**src/rtl/kes_div.sv**
```systemverilog
// Restoring divider, one quotient bit per cycle.
`timescale 1ns / 1ps
module kes_div #(
   parameter int NUM_W = 62
) (
   input  logic             clock,
   input  logic             reset,
   input  logic             start,
   input  logic [NUM_W-1:0] num,
   input  logic [31:0]      den,
   output logic             done,
   output logic [NUM_W-1:0] quot
);
   localparam int CW = $clog2(NUM_W + 1);

   logic [NUM_W-1:0] q_ff, q_in;
   logic [31:0]      rem_ff, rem_in, den_ff, den_in;
   logic [CW-1:0]    cnt_ff, cnt_in;
   logic             busy_ff, busy_in, done_ff, done_in;
   logic [32:0]      trial;

   always_comb begin
      q_in = q_ff; rem_in = rem_ff; den_in = den_ff; cnt_in = cnt_ff;
      busy_in = busy_ff; done_in = 1'b0;
      trial = {rem_ff, q_ff[NUM_W-1]};
      if (start) begin
         q_in = num; rem_in = '0; den_in = den; cnt_in = '0; busy_in = 1'b1;
      end else if (busy_ff) begin
         if (trial >= {1'b0, den_ff}) begin
            rem_in = 32'(trial - {1'b0, den_ff});
            q_in = {q_ff[NUM_W-2:0], 1'b1};
         end else begin
            rem_in = trial[31:0];
            q_in = {q_ff[NUM_W-2:0], 1'b0};
         end
         cnt_in = cnt_ff + 1'b1;
         if (cnt_ff == CW'(NUM_W - 1)) begin
            busy_in = 1'b0;
            done_in = 1'b1;
         end
      end
   end

   always_ff @(posedge clock) begin
      if (reset) begin
         busy_ff <= 1'b0;
         done_ff <= 1'b0;
      end else begin
         busy_ff <= busy_in;
         done_ff <= done_in;
      end
      q_ff <= q_in; rem_ff <= rem_in; den_ff <= den_in; cnt_ff <= cnt_in;
   end

   assign done = done_ff;
   assign quot = q_ff;
endmodule

```
**config.mk**
```make
export PLATFORM = sky130hd
export DESIGN_NAME = kes_div
export DESIGN_NICKNAME = d
export VERILOG_FILES = /design/src/rtl/kes_div.sv
export SDC_FILE = /design/constraint.sdc
export NUM_CORES = 1
export LEC_CHECK = 0
export BUFFER_PORTS_ARGS = -buffer_cell sky130_fd_sc_hd__buf_2
export CAP_MARGIN = 20
export CORE_MARGIN = 1.5
export CORE_UTILIZATION = 45
export CTS_BUF_LIST = sky130_fd_sc_hd__clkbuf_16
export CTS_CLUSTER_DIAMETER = 120
export CTS_CLUSTER_SIZE = 28
export DETAILED_ROUTE_END_ITERATION = 8
export PLACE_DENSITY_LB_ADDON = 0.25
export SYNTH_ARGS = -nofsm -noshare
export SYNTH_HDL_FRONTEND = slang
export SYNTH_SLANG_ARGS = --single-unit
export TNS_END_PERCENT = 50
```
**constraint.sdc**
```tcl
create_clock -name clock -period 3.3 [get_ports clock]
set_input_delay 0 -clock clock [delete_from_list [all_inputs] [get_ports clock]]
set_output_delay 0 -clock clock [all_outputs]
set_load 0.005 [all_outputs]
```
==> flow_metrics.tcl <==
set metrics [dict create \
    io_buffers 159 \
    num_antenna_cells 0 \
    synth_nets 792 \
    overflow 0 \
    slew_violations 0 \
    finalSetupViolCount 0 \
    worstPathArrival_ps 3450 \
    core-area_um2 15900 \
    drc 0 \
    crit_buf_inv 3 \
    powerDensity_nw_per_um2 518 \
    clock_skew_ps 9.48 \
    pin_count 160 \
    avgRoutedWirePerCell_um 16.4 \
    path_cells "inv_1, ha_1, nand4_1, or4_1, nor2_1, a211oi_1, o21ai_2, a221oi_4, buf_4, buf_12, or4_1, o311a_1" \
    cts_tree "built" \
    fin_crit_ps 3130 \
    r2r_slack_ps 170 \
    hpwl_um 12300 \
    reg2reg_from "den_ff[15]" \
    synthSimpleGateAreaFrac 0.0988 \
    viasPerCell 5.31 \
    async_reset_ff_frac 0 \
    die_w_um 130 \
    rr_endpoint "rem_ff[26]" \
    path_max_fanout 8 \
    synthXorXnorAreaFrac 0.0372 \
    ys.flop_type "edfxtp_1" \
    max_freq_ghz 0.319 \
    ir_worst_vdd_mv 0.388 \
    drtPass1Iterations 5 \
    cap_violations 0 \
    syn_area_um2 7290 \
    worstSetupStartpoint "den_ff[15]" \
    die_h_um 130 \
    cp_common_cell "or4_1" \
    ys_ff_latch 134 \
    power.total_mw 5.12 \
    syn2layout_area_growth_pct 35.5 \
    clk_latency_ps 430 \
    drive_gt1_frac 0.307 \
    cp_top_family "simple AND/OR/NAND/NOR gates" \
    slowest_delay_ps 530 \
    syn_area_per_cell_um2 11.1 \
    synth_top_family_by_area "compound AO/OA/AOI/OAI gates" \
    drtAntennaViolNets 0 \
    final_nets 1047 \
    worst_slew_pin_slew_ps 807 \
    cts.path.max_buffers 2 \
    num_vias 6071 \
    hold_violations 0 \
    grt_pass1_wl_um 30500 \
    clk_pin_slew_ps 60 \
    fin_crit_sh 0.950 \
    gr-usage-all-layers 0.233 \
    cts-root-buf "clkbuf_16" \
    cp_data_required_time_ps 3610 \
    ys_seq_area_frac 0.497 \
    numCtsBuffers 17 \
    slew_headroom 0.462 \
    synth_edf_count 94 \
    synth_compound_area_frac 0.133 \
    start_kind "flop" \
    drtIter0Drc 329 \
    grt_pass1_vias 6248 \
    fin_ws_ps 165 \
    end_kind "flop" \
    crit_slowest_cell "or4_1" \
    synth_mux_area_frac 0.126 \
    hp-class "primary input to flop" \
    initial_core_util 0.459 \
    cts.sinks 134 \
    reg2regPathDepth 12 \
    htree_levels 4 \
    yosysWarnings 0 \
    place_congestion 0.901 \
    synth_cells 660 \
    finalWirelength_um 18800 \
    synthAdderAreaFrac 0.0611 \
    pre_cts_ws_ps 111 \
    synth_cell_types 54 \
    grt_max_degree 65 \
    worstSetupEndpoint "rem_ff[26]" \
    status "finished, final reports clean" \
    rows 46 \
    antenna_found_initial 0 \
    dieArea_um2 17000 \
    timing_worst_setup_path_type "flop to flop" \
    cp_num_cells 12 \
    leakage_nw 4.19 \
]
==> stage by stage <==
step / utilization / hold WS [ps] / instances / setup TNS, ps / area (um2)
after floorplan: - / 72.4 / 660 / 0 / 7290
after global placement: 0.522 / 171 / 1012 / 0 / 8290
after detailed placement: 0.522 / 178 / 1012 / 0 / 8290
after CTS: 0.618 / 269 / 1140 / 0 / 9810
after global routing: 0.622 / 282 / 1144 / -1.86 / 9880
final: 0.622 / 284 / 1144 / 0 / 9880
==> flip-flops by register name, summed over array words and instances (netlist names) <==
name,flops
quot,62
den_ff,32
rem_ff,32
cnt_ff,6
busy_ff,1
done,1
==> logic make-up (layout without fill, tap and decap cells) <==
| family | count (synthesis) | after routing |
|---|---|---|
| xor gates and xnor gates | 31 | 31 |
| muxes | 84 | 84 |
| AOI/OAI and AO/OA | 140 | 140 |
| adders and majority gates | 35 | 35 |
| and+or+nand+nor | 156 | 156 |
| DFF | 134 | 134 |
| buffers and inverters | 80 | 348 |
==> placed cells by master, fill, tap and decap left out, drive strengths merged, types with 5 or more instances in the layout <==
master	synthesis	routed
buf	11	176
dlygate4sd3	0	96
edfxtp	94	94
mux2	62	62
nor2	61	61
inv	44	50
dfxtp	40	40
a21oi	39	39
nand2	34	34
ha	34	34
a211oi	28	28
mux2i	22	22
xnor2	20	20
o21ai	20	20
clkbuf	25	17
a21o	13	13
nor3	13	13
nand4	11	11
xor2	11	11
a31oi	9	9
nand3	7	7
nand2b	6	6
o31ai	6	6
clkinv	0	6
o21bai	5	5
and3	5	5
nor4	5	5
==> how the worst min path moves through the flow <==
stage	endpoint	slack, ps	depth (start not counted)	start
final	den_ff[22]	280	2	den[22]
after global routing	den_ff[20]	280	2	den[20]
after CTS	busy_ff	270	3	reset
after detailed placement	den_ff[13]	180	1	den[13]
after global placement	busy_ff	170	2	reset
after floorplan	busy_ff	70	1	reset
==> what timing repair did <==
action                                  4_1_cts  5_1_grt
endpoints found under the setup margin        0        7
setup buffers                                 0        4
hold buffers                                 96        0
resized for setup                             0        6
endpoints found under the hold margin       108        0
==> Yosys cell counts, drive strengths merged (9+ instances only) <==
cell | instances | area share
nand4 | 11 | 0.0094
mux2i | 22 | 0.030
a21o | 13 | 0.013
dfxtp | 40 | 0.11
edfxtp | 94 | 0.39
a21oi | 39 | 0.027
clkbuf | 25 | 0.013
nor2 | 61 | 0.031
xnor2 | 20 | 0.024
nand2 | 34 | 0.017
a31oi | 9 | 0.0086
inv | 44 | 0.023
ha | 34 | 0.058
a211oi | 28 | 0.029
mux2 | 62 | 0.096
xor2 | 11 | 0.013
nor3 | 13 | 0.0089
buf | 11 | 0.012
o21ai | 20 | 0.014
==> worst reg2reg max path: stages, from the launching register on <==
cell and delay (ps):
edfxtp_1 320, inv_1 40, ha_1 410, nand4_1 200, or4_1 530, nor2_1 150
a211oi_1 100, o21ai_2 240, a221oi_4 110, buf_4 180, buf_12 120, or4_1 490
o311a_1 130
==> cell type report <==
class,instances,area [um2]
clock buffers,17,425
clock inverters,15,131
fillers,1270,6010
inverters,44,165
multi-input cells,446,3350
flip-flops and latches,134,3620
well taps,216,270
repair buffers,272,1910
==> power by group <==
group          switching [mW]  internal (mW)  total [mW]
sequential             0.0922           1.99        2.08
combinational           0.635          0.606        1.24
clock                   0.759           1.04        1.80
==> layer usage <==
layer,share of wire,global-route usage
met5,0,0
met4,0.018,0.0837
met3,0.053,0.0644
met2,0.51,0.407
met1,0.42,0.272
Power figures use the tool's default switching activity.
