### src/rtl/kes_pkg.sv
// Package for the Kepler equation solver: constants, sequencer states, CORDIC arc table.
`timescale 1ns / 1ps
package kes_pkg;

   localparam int ANGLE_BITS_DEF   = 32;
   localparam int MAX_ITER_DEF     = 16;
   localparam int BISECT_STEPS_DEF = 32;

   localparam int CORDIC_STEPS = 30;
   localparam int CORDIC_W     = 50;   // x/y datapath width
   localparam int CORDIC_ZW    = 34;   // angle accumulator width
   localparam int ITER_W       = 7;
   localparam int MUL_AW       = 34;
   localparam int MUL_BW       = 32;
   localparam int MUL_PW       = MUL_AW + MUL_BW;
   localparam int ROOT_W       = 34;

   localparam logic signed [CORDIC_W-1:0] CORDIC_GAIN_Q30 = 50'sd652032874;
   localparam logic signed [MUL_AW-1:0]   INV_TWO_PI_Q32  = 34'sd683565276;
   localparam logic signed [CORDIC_ZW-1:0] QUARTER_TURN32 = 34'sd1073741824;
   localparam logic signed [CORDIC_ZW-1:0] HALF_TURN32    = 34'sd2147483648;
   localparam logic signed [CORDIC_W:0]    ONE_Q30        = 51'sd1073741824;

   // register indexes
   localparam logic [1:0] REG_ECC  = 2'd0;
   localparam logic [1:0] REG_MODE = 2'd1;
   localparam logic [1:0] REG_TOL  = 2'd2;
   localparam logic [15:0] TOL_RESET = 16'd684;

   localparam logic MODE_NEWTON = 1'b0;

   typedef enum logic [4:0] {
      S_IDLE,
      S_ROT_START,
      S_ROT_WAIT,
      S_MUL_ES,
      S_MUL_INV,
      S_MUL_EC,
      S_BIS_UPD,
      S_DIV_START,
      S_DIV_WAIT,
      S_NEW_UPD,
      S_FROT_START,
      S_FROT_WAIT,
      S_SQP_START,
      S_SQP_WAIT,
      S_SQM_START,
      S_SQM_WAIT,
      S_MUL_Y,
      S_MUL_X,
      S_VEC_START,
      S_VEC_WAIT,
      S_DONE
   } state_type;

   // arctangent of 2^-i in 32-bit binary angle units
   function automatic logic signed [CORDIC_ZW-1:0] kes_arc(input logic [4:0] idx);
      logic signed [CORDIC_ZW-1:0] a;
      case (idx)
         5'd0:  a = 34'sd536870912;
         5'd1:  a = 34'sd316933406;
         5'd2:  a = 34'sd167458907;
         5'd3:  a = 34'sd85004756;
         5'd4:  a = 34'sd42667331;
         5'd5:  a = 34'sd21354465;
         5'd6:  a = 34'sd10679838;
         5'd7:  a = 34'sd5340245;
         5'd8:  a = 34'sd2670163;
         5'd9:  a = 34'sd1335087;
         5'd10: a = 34'sd667544;
         5'd11: a = 34'sd333772;
         5'd12: a = 34'sd166886;
         5'd13: a = 34'sd83443;
         5'd14: a = 34'sd41721;
         5'd15: a = 34'sd20861;
         5'd16: a = 34'sd10430;
         5'd17: a = 34'sd5215;
         5'd18: a = 34'sd2608;
         5'd19: a = 34'sd1304;
         5'd20: a = 34'sd652;
         5'd21: a = 34'sd326;
         5'd22: a = 34'sd163;
         5'd23: a = 34'sd81;
         5'd24: a = 34'sd41;
         5'd25: a = 34'sd20;
         5'd26: a = 34'sd10;
         5'd27: a = 34'sd5;
         5'd28: a = 34'sd3;
         5'd29: a = 34'sd1;
         default: a = '0;
      endcase
      return a;
   endfunction

endpackage

### src/rtl/kes_isqrt.sv
// Bit-serial integer floor square root, two radicand bits per cycle.
`timescale 1ns / 1ps
module kes_isqrt (
   input  logic                              clock,
   input  logic                              reset,
   input  logic                              start,
   input  logic [kes_pkg::ROOT_W-1:0]        rad,
   output logic                              done,
   output logic [kes_pkg::ROOT_W-1:0]        root
);
   localparam int W = kes_pkg::ROOT_W;

   logic [W-1:0] v_ff, v_in, r_ff, r_in, b_ff, b_in;
   logic [W-1:0] rb;
   logic         busy_ff, busy_in, done_ff, done_in;

   always_comb begin
      v_in = v_ff; r_in = r_ff; b_in = b_ff; busy_in = busy_ff; done_in = 1'b0;
      rb = r_ff + b_ff;
      if (start) begin
         v_in = rad; r_in = '0; b_in = W'(1) << (W - 2); busy_in = 1'b1;
      end else if (busy_ff) begin
         if (v_ff >= rb) begin
            v_in = v_ff - rb;
            r_in = (r_ff >> 1) + b_ff;
         end else begin
            r_in = r_ff >> 1;
         end
         b_in = b_ff >> 2;
         if (b_ff == W'(1)) begin
            busy_in = 1'b0;
            done_in = 1'b1;
         end
      end
   end

   always_ff @(posedge clock) begin
      if (reset) begin
         busy_ff <= 1'b0;
         done_ff <= 1'b0;
      end else begin
         busy_ff <= busy_in;
         done_ff <= done_in;
      end
      v_ff <= v_in; r_ff <= r_in; b_ff <= b_in;
   end

   assign done = done_ff;
   assign root = r_ff;
endmodule

### config.mk
export PLATFORM = sky130hd
export DESIGN_NAME = kes_isqrt
export DESIGN_NICKNAME = d
export VERILOG_FILES = /design/src/rtl/kes_pkg.sv /design/src/rtl/kes_isqrt.sv
export SDC_FILE = /design/constraint.sdc
export NUM_CORES = 1
export LEC_CHECK = 0
export BUFFER_PORTS_ARGS = -buffer_cell sky130_fd_sc_hd__buf_2
export CAP_MARGIN = 15
export CORE_MARGIN = 3
export CORE_UTILIZATION = 55
export CTS_BUF_LIST = sky130_fd_sc_hd__clkbuf_8
export CTS_CLUSTER_SIZE = 10
export DETAILED_ROUTE_END_ITERATION = 8
export PLACE_DENSITY = 0.74
export RECOVER_POWER = 50
export SLEW_MARGIN = 40
export SYNTH_ARGS = -nofsm -noshare
export SYNTH_HDL_FRONTEND = slang
export SYNTH_SLANG_ARGS = --single-unit
### constraint.sdc
create_clock -name clock -period 7.3 [get_ports clock]
set_clock_uncertainty 0.05 [all_clocks]
set_input_delay 0.365 -clock clock [delete_from_list [all_inputs] [get_ports clock]]
set_output_delay 0.365 -clock clock [all_outputs]
set_load 0.05 [all_outputs]
==> impl_metrics.json <==
{
  "hold_path_class": "in2reg",
  "cts_buffers": 9,
  "yosysSeqAreaShare": 0.276,
  "drt_iter0_drc": 537,
  "synth_top_flop_cell": "dfxtp_1",
  "min_period_over_period": 0.756,
  "rsz0062_at_grt": "false",
  "power.total_mw": 2.92,
  "drt-total-wl_microns": 19900,
  "die_h_microns": 123,
  "start_util": 0.566,
  "ys_ff_latch": 87,
  "io_pins": 72,
  "hold_viol_final": 0,
  "critPathKind": "reg2reg",
  "worstMarginPinSlew_ps": 2540,
  "slew_violations": 98,
  "max_cap_violations": 2,
  "wire_per_inst_microns": 17.5,
  "syn-cell-area_sq_um": 7550,
  "ir_drop_uv": 187,
  "required_ps": 7510,
  "run_status": "finished with violations",
  "drive_gt1_frac": 0.0902,
  "grt_max_degree": 77,
  "synthDistinctLibCells": 70,
  "antenna_found_initial": 0,
  "endpoint_kind": "flip-flop",
  "fp-row-count": 42,
  "portBuffers": 71,
  "drtAntennaViolNets": 0,
  "critical_path_arrival_ps": 5730,
  "clkSlewWorstSetupHoldPaths_ps": 100,
  "slew_headroom": -0.691,
  "die_w_microns": 123,
  "p_leak_nw": 3.02,
  "core_sq_um": 13300,
  "fill_cells": 1254,
  "syn_nets": 1028,
  "yosys-top-cells-area": "dfxtp_1, edfxtp_1, ha_1, nand2_1, xor2_1",
  "num-nets-final": 1068,
  "dieArea_sq_um": 15200,
  "cts_sinks": 87,
  "syn-instance-count": 920,
  "yosysTopAreaCell": "dfxtp_1",
  "diodes": 0,
  "post_cts_buffers": 0,
  "postLayoutCoreUtil": 0.612,
  "critPathLaunchType": "flip-flop",
  "dp_cells": 1123,
  "layout_min_cycle_time_ps": 5520,
  "violations": "max-capacitance violations, max-slew violations",
  "vias": 7037,
  "drcViolationCount": 0,
  "yosys_warnings": 0,
  "place_congestion": 0.955,
  "grt_pass1_vias": 6492,
  "instances_no_fill": 1141,
  "dp_hpwl_microns": 14800,
  "worstPathMaxFanout": 19,
  "insertion_delay_ps": 390,
  "setup_violations": 0,
  "setup_tns_ps": 0,
  "grt.total_usage": 0.273,
  "synthTopCellsByCount": "nand2_1, ha_1, nor2_1",
  "areaGrowthSynthToFinish_pct": 8.10,
  "async_flop_share": 0,
  "h-tree-depth": 3,
  "routed_via_density": 6.17,
  "tritoncts": "done",
  "syn_avg_cell_area_sq_um": 8.21,
  "fmax_mhz": 181,
  "grt_overflow": 0,
  "yosysMostFrequentCell": "nand2_1",
  "ctsResizeCount": 0,
  "yosysTopAreaCellShare": 0.140,
  "firstDrtPassIters": 5,
  "cts_hold_buf": 0,
  "powerDensity_nw_per_um2": 358,
  "synth_edf_count": 34,
  "grt_pass1_wl_microns": 32800,
  "cts.path.max_buffers": 2,
  "cts-root-buf": "clkbuf_8"
}
[layout by cell type (no fill, tap or decap), types with 24 or more instances in the layout]
cell / count
nand2_1: 99
nor2_1: 70
o21ai_0: 70
ha_1: 70
a21oi_1: 66
dfxtp_1: 52
xor2_1: 39
clkbuf_1: 38
buf_2: 35
edfxtp_1: 34
a31oi_1: 33
xnor2_1: 31
nor3_1: 24
[where the power goes]
group	leakage [nW]	internal (mW)	switching, mW
clock network	0.101	0.159	0.196
logic	2.15	0.653	1.12
registers	0.775	0.674	0.116
total	3.02	1.49	1.44
[through the flow]
stage	setup WS, ps	instance area, sq um	hold WS, ps
global route	1310	8170	101
global placement	1880	7960	436
detailed placement	1940	8010	457
CTS	1880	8210	89.8
finish	1780	8170	102
floorplan	1200	7550	391
[sequential cells by signal, summed over array words and instances (netlist names)]
signal,count
busy_ff,1
v_ff,34
root,34
done,1
b_ff,17
[critical path, cell delays in order (launching register included)]
cell and delay (ps):
dfxtp_1 480, ha_1 330, a31oi_1 210, o21ai_1 140, a311o_1 400, a311oi_1 460, o31ai_1 200, a221oi_1 310
xor2_1 120, ha_1 380, and4_1 270, nand2_1 70, o21ai_1 550, inv_1 240, nand3_1 700, nor3_1 140
a2111oi_2 340
[layout make-up]
cell class	count	area, sq um	area share
clock buffer	9	124	0.0152
inverter	20	75.1	0.00919
clock inverter	7	72.6	0.00889
tap	176	220	0.0270
timing repair buffer	79	407	0.0498
sequential	87	2080	0.255
multi-input combinational	763	5180	0.635
[logic make-up after synthesis]
group / share of synthesized area
AOI/OAI and AO/OA: 0.262
xor gates and xnor gates: 0.0812
adders and majority gates: 0.119
buffers and inverters: 0.0376
DFF: 0.276
muxes: 0.0311
and+or+nand+nor: 0.193
[final timing paths]
kind | start | endpoint | slack [ps] | cells after the start
worst max-delay path | root[6]$_SDFFE_PP0P_ | root[12]$_SDFFE_PP0P_ | 1780 | 16
worst min register to register | root[0]$_SDFFE_PP0P_ | root[0]$_SDFFE_PP0P_ | 470 | 2
worst max register to register | root[6]$_SDFFE_PP0P_ | root[12]$_SDFFE_PP0P_ | 1780 | 16
worst min-delay path | reset | done$_SDFF_PP0_ | 100 | 2
[layer usage]
layer,track usage,routed length [microns],vias up
met1,0.404,9680,3256
met3,0.0297,1070,18
met4,0.0768,285,0
met2,0.420,8900,201
li1,-,-,3562
met5,0,0,-
Power figures use the tool's default switching activity.
