$ cat src/rtl/kes_pkg.sv
// Package for the Kepler equation solver: constants, sequencer states, CORDIC arc table.
`timescale 1ns / 1ps
package kes_pkg;

   localparam int ANGLE_BITS_DEF   = 32;
   localparam int MAX_ITER_DEF     = 16;
   localparam int BISECT_STEPS_DEF = 32;

   localparam int CORDIC_STEPS = 30;
   localparam int CORDIC_W     = 50;   // x/y datapath width
   localparam int CORDIC_ZW    = 34;   // angle accumulator width
   localparam int ITER_W       = 7;
   localparam int MUL_AW       = 34;
   localparam int MUL_BW       = 32;
   localparam int MUL_PW       = MUL_AW + MUL_BW;
   localparam int ROOT_W       = 34;

   localparam logic signed [CORDIC_W-1:0] CORDIC_GAIN_Q30 = 50'sd652032874;
   localparam logic signed [MUL_AW-1:0]   INV_TWO_PI_Q32  = 34'sd683565276;
   localparam logic signed [CORDIC_ZW-1:0] QUARTER_TURN32 = 34'sd1073741824;
   localparam logic signed [CORDIC_ZW-1:0] HALF_TURN32    = 34'sd2147483648;
   localparam logic signed [CORDIC_W:0]    ONE_Q30        = 51'sd1073741824;

   // register indexes
   localparam logic [1:0] REG_ECC  = 2'd0;
   localparam logic [1:0] REG_MODE = 2'd1;
   localparam logic [1:0] REG_TOL  = 2'd2;
   localparam logic [15:0] TOL_RESET = 16'd684;

   localparam logic MODE_NEWTON = 1'b0;

   typedef enum logic [4:0] {
      S_IDLE,
      S_ROT_START,
      S_ROT_WAIT,
      S_MUL_ES,
      S_MUL_INV,
      S_MUL_EC,
      S_BIS_UPD,
      S_DIV_START,
      S_DIV_WAIT,
      S_NEW_UPD,
      S_FROT_START,
      S_FROT_WAIT,
      S_SQP_START,
      S_SQP_WAIT,
      S_SQM_START,
      S_SQM_WAIT,
      S_MUL_Y,
      S_MUL_X,
      S_VEC_START,
      S_VEC_WAIT,
      S_DONE
   } state_type;

   // arctangent of 2^-i in 32-bit binary angle units
   function automatic logic signed [CORDIC_ZW-1:0] kes_arc(input logic [4:0] idx);
      logic signed [CORDIC_ZW-1:0] a;
      case (idx)
         5'd0:  a = 34'sd536870912;
         5'd1:  a = 34'sd316933406;
         5'd2:  a = 34'sd167458907;
         5'd3:  a = 34'sd85004756;
         5'd4:  a = 34'sd42667331;
         5'd5:  a = 34'sd21354465;
         5'd6:  a = 34'sd10679838;
         5'd7:  a = 34'sd5340245;
         5'd8:  a = 34'sd2670163;
         5'd9:  a = 34'sd1335087;
         5'd10: a = 34'sd667544;
         5'd11: a = 34'sd333772;
         5'd12: a = 34'sd166886;
         5'd13: a = 34'sd83443;
         5'd14: a = 34'sd41721;
         5'd15: a = 34'sd20861;
         5'd16: a = 34'sd10430;
         5'd17: a = 34'sd5215;
         5'd18: a = 34'sd2608;
         5'd19: a = 34'sd1304;
         5'd20: a = 34'sd652;
         5'd21: a = 34'sd326;
         5'd22: a = 34'sd163;
         5'd23: a = 34'sd81;
         5'd24: a = 34'sd41;
         5'd25: a = 34'sd20;
         5'd26: a = 34'sd10;
         5'd27: a = 34'sd5;
         5'd28: a = 34'sd3;
         5'd29: a = 34'sd1;
         default: a = '0;
      endcase
      return a;
   endfunction

endpackage

$ cat src/rtl/kes_cordic.sv
// Iterative CORDIC, one micro-rotation per cycle, rotation (sin/cos) or vectoring (atan2).
`timescale 1ns / 1ps
module kes_cordic (
   input  logic                                 clock,
   input  logic                                 reset,
   input  logic                                 start,
   input  logic                                 vec,
   input  logic [31:0]                          ang,
   input  logic signed [kes_pkg::CORDIC_W-1:0]  xin,
   input  logic signed [kes_pkg::CORDIC_W-1:0]  yin,
   output logic                                 done,
   output logic signed [kes_pkg::CORDIC_W-1:0]  cos_out,
   output logic signed [kes_pkg::CORDIC_W-1:0]  sin_out,
   output logic signed [kes_pkg::CORDIC_ZW-1:0] z_out
);
   localparam int W  = kes_pkg::CORDIC_W;
   localparam int ZW = kes_pkg::CORDIC_ZW;

   logic signed [W-1:0]  x_ff, x_in, y_ff, y_in;
   logic signed [ZW-1:0] z_ff, z_in;
   logic [4:0]           i_ff, i_in;
   logic                 busy_ff, busy_in, done_ff, done_in, flip_ff, flip_in, vec_ff, vec_in;
   logic signed [W-1:0]  xs, ys;
   logic signed [ZW-1:0] za, arc;

   always_comb begin
      x_in = x_ff; y_in = y_ff; z_in = z_ff; i_in = i_ff;
      busy_in = busy_ff; done_in = 1'b0; flip_in = flip_ff; vec_in = vec_ff;
      xs = x_ff >>> i_ff;
      ys = y_ff >>> i_ff;
      arc = kes_pkg::kes_arc(i_ff);
      za = ZW'($signed(ang));
      if (start) begin
         busy_in = 1'b1;
         i_in = '0;
         vec_in = vec;
         flip_in = 1'b0;
         if (vec) begin
            // pre-rotate the left half plane by a quarter turn
            if (xin < 0) begin
               if (yin >= 0) begin
                  x_in = yin; y_in = -xin; z_in = kes_pkg::QUARTER_TURN32;
               end else begin
                  x_in = -yin; y_in = xin; z_in = -kes_pkg::QUARTER_TURN32;
               end
            end else begin
               x_in = xin; y_in = yin; z_in = '0;
            end
         end else begin
            x_in = kes_pkg::CORDIC_GAIN_Q30;
            y_in = '0;
            z_in = za;
            if (za > kes_pkg::QUARTER_TURN32) begin
               z_in = za - kes_pkg::HALF_TURN32; flip_in = 1'b1;
            end else if (za < -kes_pkg::QUARTER_TURN32) begin
               z_in = za + kes_pkg::HALF_TURN32; flip_in = 1'b1;
            end
         end
      end else if (busy_ff) begin
         if (vec_ff) begin
            if (y_ff > 0) begin
               x_in = x_ff + ys; y_in = y_ff - xs; z_in = z_ff + arc;
            end else begin
               x_in = x_ff - ys; y_in = y_ff + xs; z_in = z_ff - arc;
            end
         end else begin
            if (z_ff >= 0) begin
               x_in = x_ff - ys; y_in = y_ff + xs; z_in = z_ff - arc;
            end else begin
               x_in = x_ff + ys; y_in = y_ff - xs; z_in = z_ff + arc;
            end
         end
         i_in = i_ff + 5'd1;
         if (i_ff == 5'(kes_pkg::CORDIC_STEPS - 1)) begin
            busy_in = 1'b0;
            done_in = 1'b1;
         end
      end
   end

   always_ff @(posedge clock) begin
      if (reset) begin
         busy_ff <= 1'b0;
         done_ff <= 1'b0;
      end else begin
         busy_ff <= busy_in;
         done_ff <= done_in;
      end
      x_ff <= x_in; y_ff <= y_in; z_ff <= z_in; i_ff <= i_in;
      flip_ff <= flip_in; vec_ff <= vec_in;
   end

   assign done    = done_ff;
   assign cos_out = flip_ff ? -x_ff : x_ff;
   assign sin_out = flip_ff ? -y_ff : y_ff;
   assign z_out   = z_ff;
endmodule

$ cat config.mk
export PLATFORM = sky130hd
export DESIGN_NAME = kes_cordic
export DESIGN_NICKNAME = d
export VERILOG_FILES = /design/src/rtl/kes_pkg.sv /design/src/rtl/kes_cordic.sv
export SDC_FILE = /design/constraint.sdc
export NUM_CORES = 2
export LEC_CHECK = 0
export BUFFER_PORTS_ARGS = -buffer_cell sky130_fd_sc_hd__clkbuf_2
export CAP_MARGIN = 20
export CORE_MARGIN = 10
export CORE_UTILIZATION = 54
export CTS_BUF_LIST = sky130_fd_sc_hd__clkbuf_4 sky130_fd_sc_hd__clkbuf_8 sky130_fd_sc_hd__clkbuf_16
export DETAILED_ROUTE_END_ITERATION = 12
export GPL_TIMING_DRIVEN = 0
export PLACE_DENSITY = 0.73
export SLEW_MARGIN = 15
export SYNTH_ARGS = -nofsm -noshare
export SYNTH_HDL_FRONTEND = slang
export SYNTH_SLANG_ARGS = --single-unit
$ cat constraint.sdc
create_clock -name clock -period 9.96 [get_ports clock]
set_clock_uncertainty 0.15 [all_clocks]
set_input_delay 0.498 -clock clock [delete_from_list [all_inputs] [get_ports clock]]
set_output_delay 0.498 -clock clock [all_outputs]
set_load 0.01 [all_outputs]
==> results by group <==
Yosys
  • Register bit total from synthesis: ~170
  • Post-synth EDFFs: 136
  • Post-synthesis mux area share: 9.798%
  • Post-synthesis cell area: roughly 33000 µm²
  • Synth Warn #: 0
  • Adder-Cell Fraction of Synth Area: between 10% and 20%
  • Ys async rst share: 0%
  • Synth top area cells: edfxtp_1 (12%), ha_1 (11%), xnor2_1 (6.6%)
  • Compound-gate portion of the synthesized area: between 20% and 30%
  • Main combinational cell family by area after synthesis: compound AO/OA/AOI/OAI gates
  • Syn Inst Count: 4563
  • Mean post-synth cell area: a little over 7 µm²
  • Part of the Yosys area used for sequential elements: 14.72%
  • Syn nets: ~5000
  • Post-Synth XOR/XNOR Area: between 8 and 9%
  • Area leader, netlist: edfxtp_1
  • Top_reg_cell synth: edfxtp_1
  • Synth Area in Simple Gates: 20.68%
  • Post-synth top area share: 12.46%
  • Synth cell types: between 80 and 90

Power and ir drop
  • Comb power frac: between 80 and 90%
  • Static leakage: 14.84 nW
  • Worst IR Drop VDD: between 0.15 and 0.2 mV
  • Clock power share: under 10%
  • PwrDens: approximately 420 nW/µm²
  • Sequential Power Share: about 14%
  • Total design power: roughly 0.015 W
  • Switching power: ~0.0091 W
  • Sw frac: between 60% and 70%
  • Int Power: between 0.005 and 0.006 W

STA
  • Maximum clock rate: 111.8 MHz
  • RSZ-0062 raised after global routing: no
  • Finish-stage setup viols: 0
  • Max-slew headroom: 7.704%
  • Hold Vio Cnt, Final: 0
  • Setup TNS: 0 ns
  • Max Slew Vio Count: 0
  • Slew @ Worst Pin: ~1.4 ns
  • Post-route clock period utilization: about nine tenths
  • Clock period minus worst slack: a little under 9 ns

Run status
  • Status: finished clean

Floorplanning
  • Chip Height: 266.4 µm
  • Starting Density: between 50% and 60%
  • Top Ports: roughly 270
  • Die width: approximately 270 µm
  • Die area: 70960 µm²
  • # rows: 90
  • Total core area: 60250 µm²

Route
  • Vias: 40390
  • Final WL: between 150 and 200 mm
  • Via density: between 7 and 8
  • Final ANT Viol Nets: 0
  • DRT Pass-1 Iters: 10
  • DR WL/cell: around 32 µm
  • # DRC: 0
  • Initial DRC count: roughly 6700

Critical path
  • FF-to-FF End: x_ff[46]
  • Buf/Inv on CP: 5
  • R2R Setup Slk: just over 1 ns
  • Most frequent CP cell: clkbuf_1
  • Largest delay contributor family on the critical path: compound AO/OA/AOI/OAI gates
  • Critical Path Fanout Max: 10
  • Worst path cell trace: clkbuf_1 > buf_1 > clkbuf_1 > clkbuf_1 > clkbuf_1 > nand2_1 > o21ai_0 > mux2i_1 > a21oi_1 > mux2i_1 > ha_1 > fa_1 > nand2b_1 > a21oi_1 > o211ai_1 > a211oi_1 > a31oi_1 > o41ai_1 > a221oi_1 > nor4_1 > o21ai_0 > mux2i_1 > a221o_1
  • Max incr delay on CP: between 0.8 and 0.9 ns
  • Worst path arrival time: between 9 and 10 ns
  • Critical Path Sink Type: register
  • CP max-delay cell: o41ai_1
  • Critical Path Source Type: register
  • Critical Path RT: approximately 10 ns
  • R2r startpoint: i_ff[0]
  • WS Path Type: reg -> reg
  • Worst Reg-to-Reg Cells: 23

Global route
  • First-pass GRT wire length: between 200 and 300 mm
  • Vias in the first global route: 36880
  • Total GRT Usage: between 40% and 50%
  • Largest net degree at the start of global routing: just under 80
  • Gr ovfl total: 0
  • Antenna violations before repair: 16

Place
  • GP Congestion: between 1 and 1.5
  • Hpwl dp: 142.9 mm
  • Port bufs: ~270

Finish
  • Share of cells above drive strength 1: 10.36%
  • Nets: 5296
  • P&R area growth vs syn: 9.852%
  • Fill cells: 5846
  • Commonest non-fill, non-tap cells in the layout: nor2_1 (490), nand2_1 (428), o21ai_0 (408)
  • Commonest non-fill, non-tap cell in the layout: nor2_1

CTS
  • CTS tree: yes
  • H-tree depth: 4
  • Clk_lat worst skew: between 0.5 and 0.6 ns
  • PostCTS Resize Cnt: 0
  • CTS Root Cell: clkbuf_16
  • CTS max path bufs: 2
  • Clk slew on worst S/H paths: around 0.08 ns
  • Clk sinks: ~170
  • Hold Buf Count CTS: 0
  • Clock buffer count from CTS: 17
  • Post-CTS Setup Inserts: 0

Worst hold path
  • Worst min path class: in -> reg
  • Hold Crit Endpoint: busy_ff
  • Hold Startpoint: reset
  • Worst hold stages: 2

Flow run
  • Max-Cap Viols: 0
synthesized netlist by cell type (76+ instances only):
| library cell | instances |
|---|---|
| nor2_1 | 490 |
| nand2_1 | 428 |
| o21ai_0 | 413 |
| a21oi_1 | 380 |
| ha_1 | 285 |
| inv_1 | 281 |
| clkbuf_1 | 263 |
| xnor2_1 | 247 |
| edfxtp_1 | 136 |
| mux2i_1 | 124 |
| nor3_1 | 95 |
| o31ai_1 | 86 |
| xor2_1 | 78 |
| nand3_1 | 76 |
cell families after synthesis:
group                      after synthesis
AOI/OAI and AO/OA                     1473
xor gates and xnor gates               325
adders and majority gates              291
buffers and inverters                  596
DFF                                    173
muxes                                  243
and+or+nand+nor                       1462
worst max-delay path by stage:
stage / start / endpoint / slack [ns] / depth (start not counted)
5_1_grt: i_ff[0] / y_ff[45] / 0.72 / 22
4_1_cts: i_ff[0] / x_ff[46] / 1.54 / 23
3_5_place_dp: i_ff[0] / x_ff[46] / 1.56 / 23
3_3_place_gp: y_ff[1] / y_ff[26] / 1.34 / 13
6_report: i_ff[0] / x_ff[46] / 1.02 / 23
2_1_floorplan: i_ff[0] / x_ff[46] / 3.94 / 23
flip-flops by register name, indices dropped and copies added, names as in the netlist:
signal	cells
arc	30
busy_ff	1
done	1
flip_ff	1
i_ff	5
vec_ff	1
x_ff	50
y_ff	50
z_out	34
layer usage:
metal / global-route usage (%) / share of wire, % / up-vias
li1: - / - / 17220
met1: 56.28 / 34 / 18700
met2: 69.93 / 40 / 3542
met3: 18.57 / 15 / 921
met4: 41.45 / 11 / 6
met5: 0 / 0.022 / -
power groups by stage:
stage	Combinational [W]	Clock [W]	Sequential [W]
after global placement	0.0115	0	0.00201
after global routing	0.0130	0.000761	0.00205
final	0.0123	0.000747	0.00208
after floorplan	0.00823	0	0.00165
after detailed placement	0.0116	0	0.00202
after CTS	0.0117	0.000733	0.00201
cell type report:
class                      count  area, µm²  share of cell area, %
timing repair buffer         287       1565                  4.347
tap                          782      978.4                  2.717
sequential                   173       4825                  13.40
antenna                       10      25.02                0.06950
clock buffer                  18      439.2                  1.220
multi-input combinational   3794      25730                  71.45
buffer                       307       1190                  3.304
inverter                     289       1092                  3.033
clock inverter                14      165.2                 0.4587
stage by stage:
step,instance area (µm²),cells,hold slack [ns],utilization [%],setup WS [ns]
final,36010,5674,0.03288,59.77,1.019
after global routing,35990,5668,0.05603,59.74,0.7193
after CTS,35890,5655,0.02918,59.57,1.536
after detailed placement,35280,5623,0.5677,58.56,1.558
after global placement,35100,5613,0.5124,58.26,1.335
after floorplan,32780,4563,0.4273,-,3.941
(Power assumes the default switching activity.)
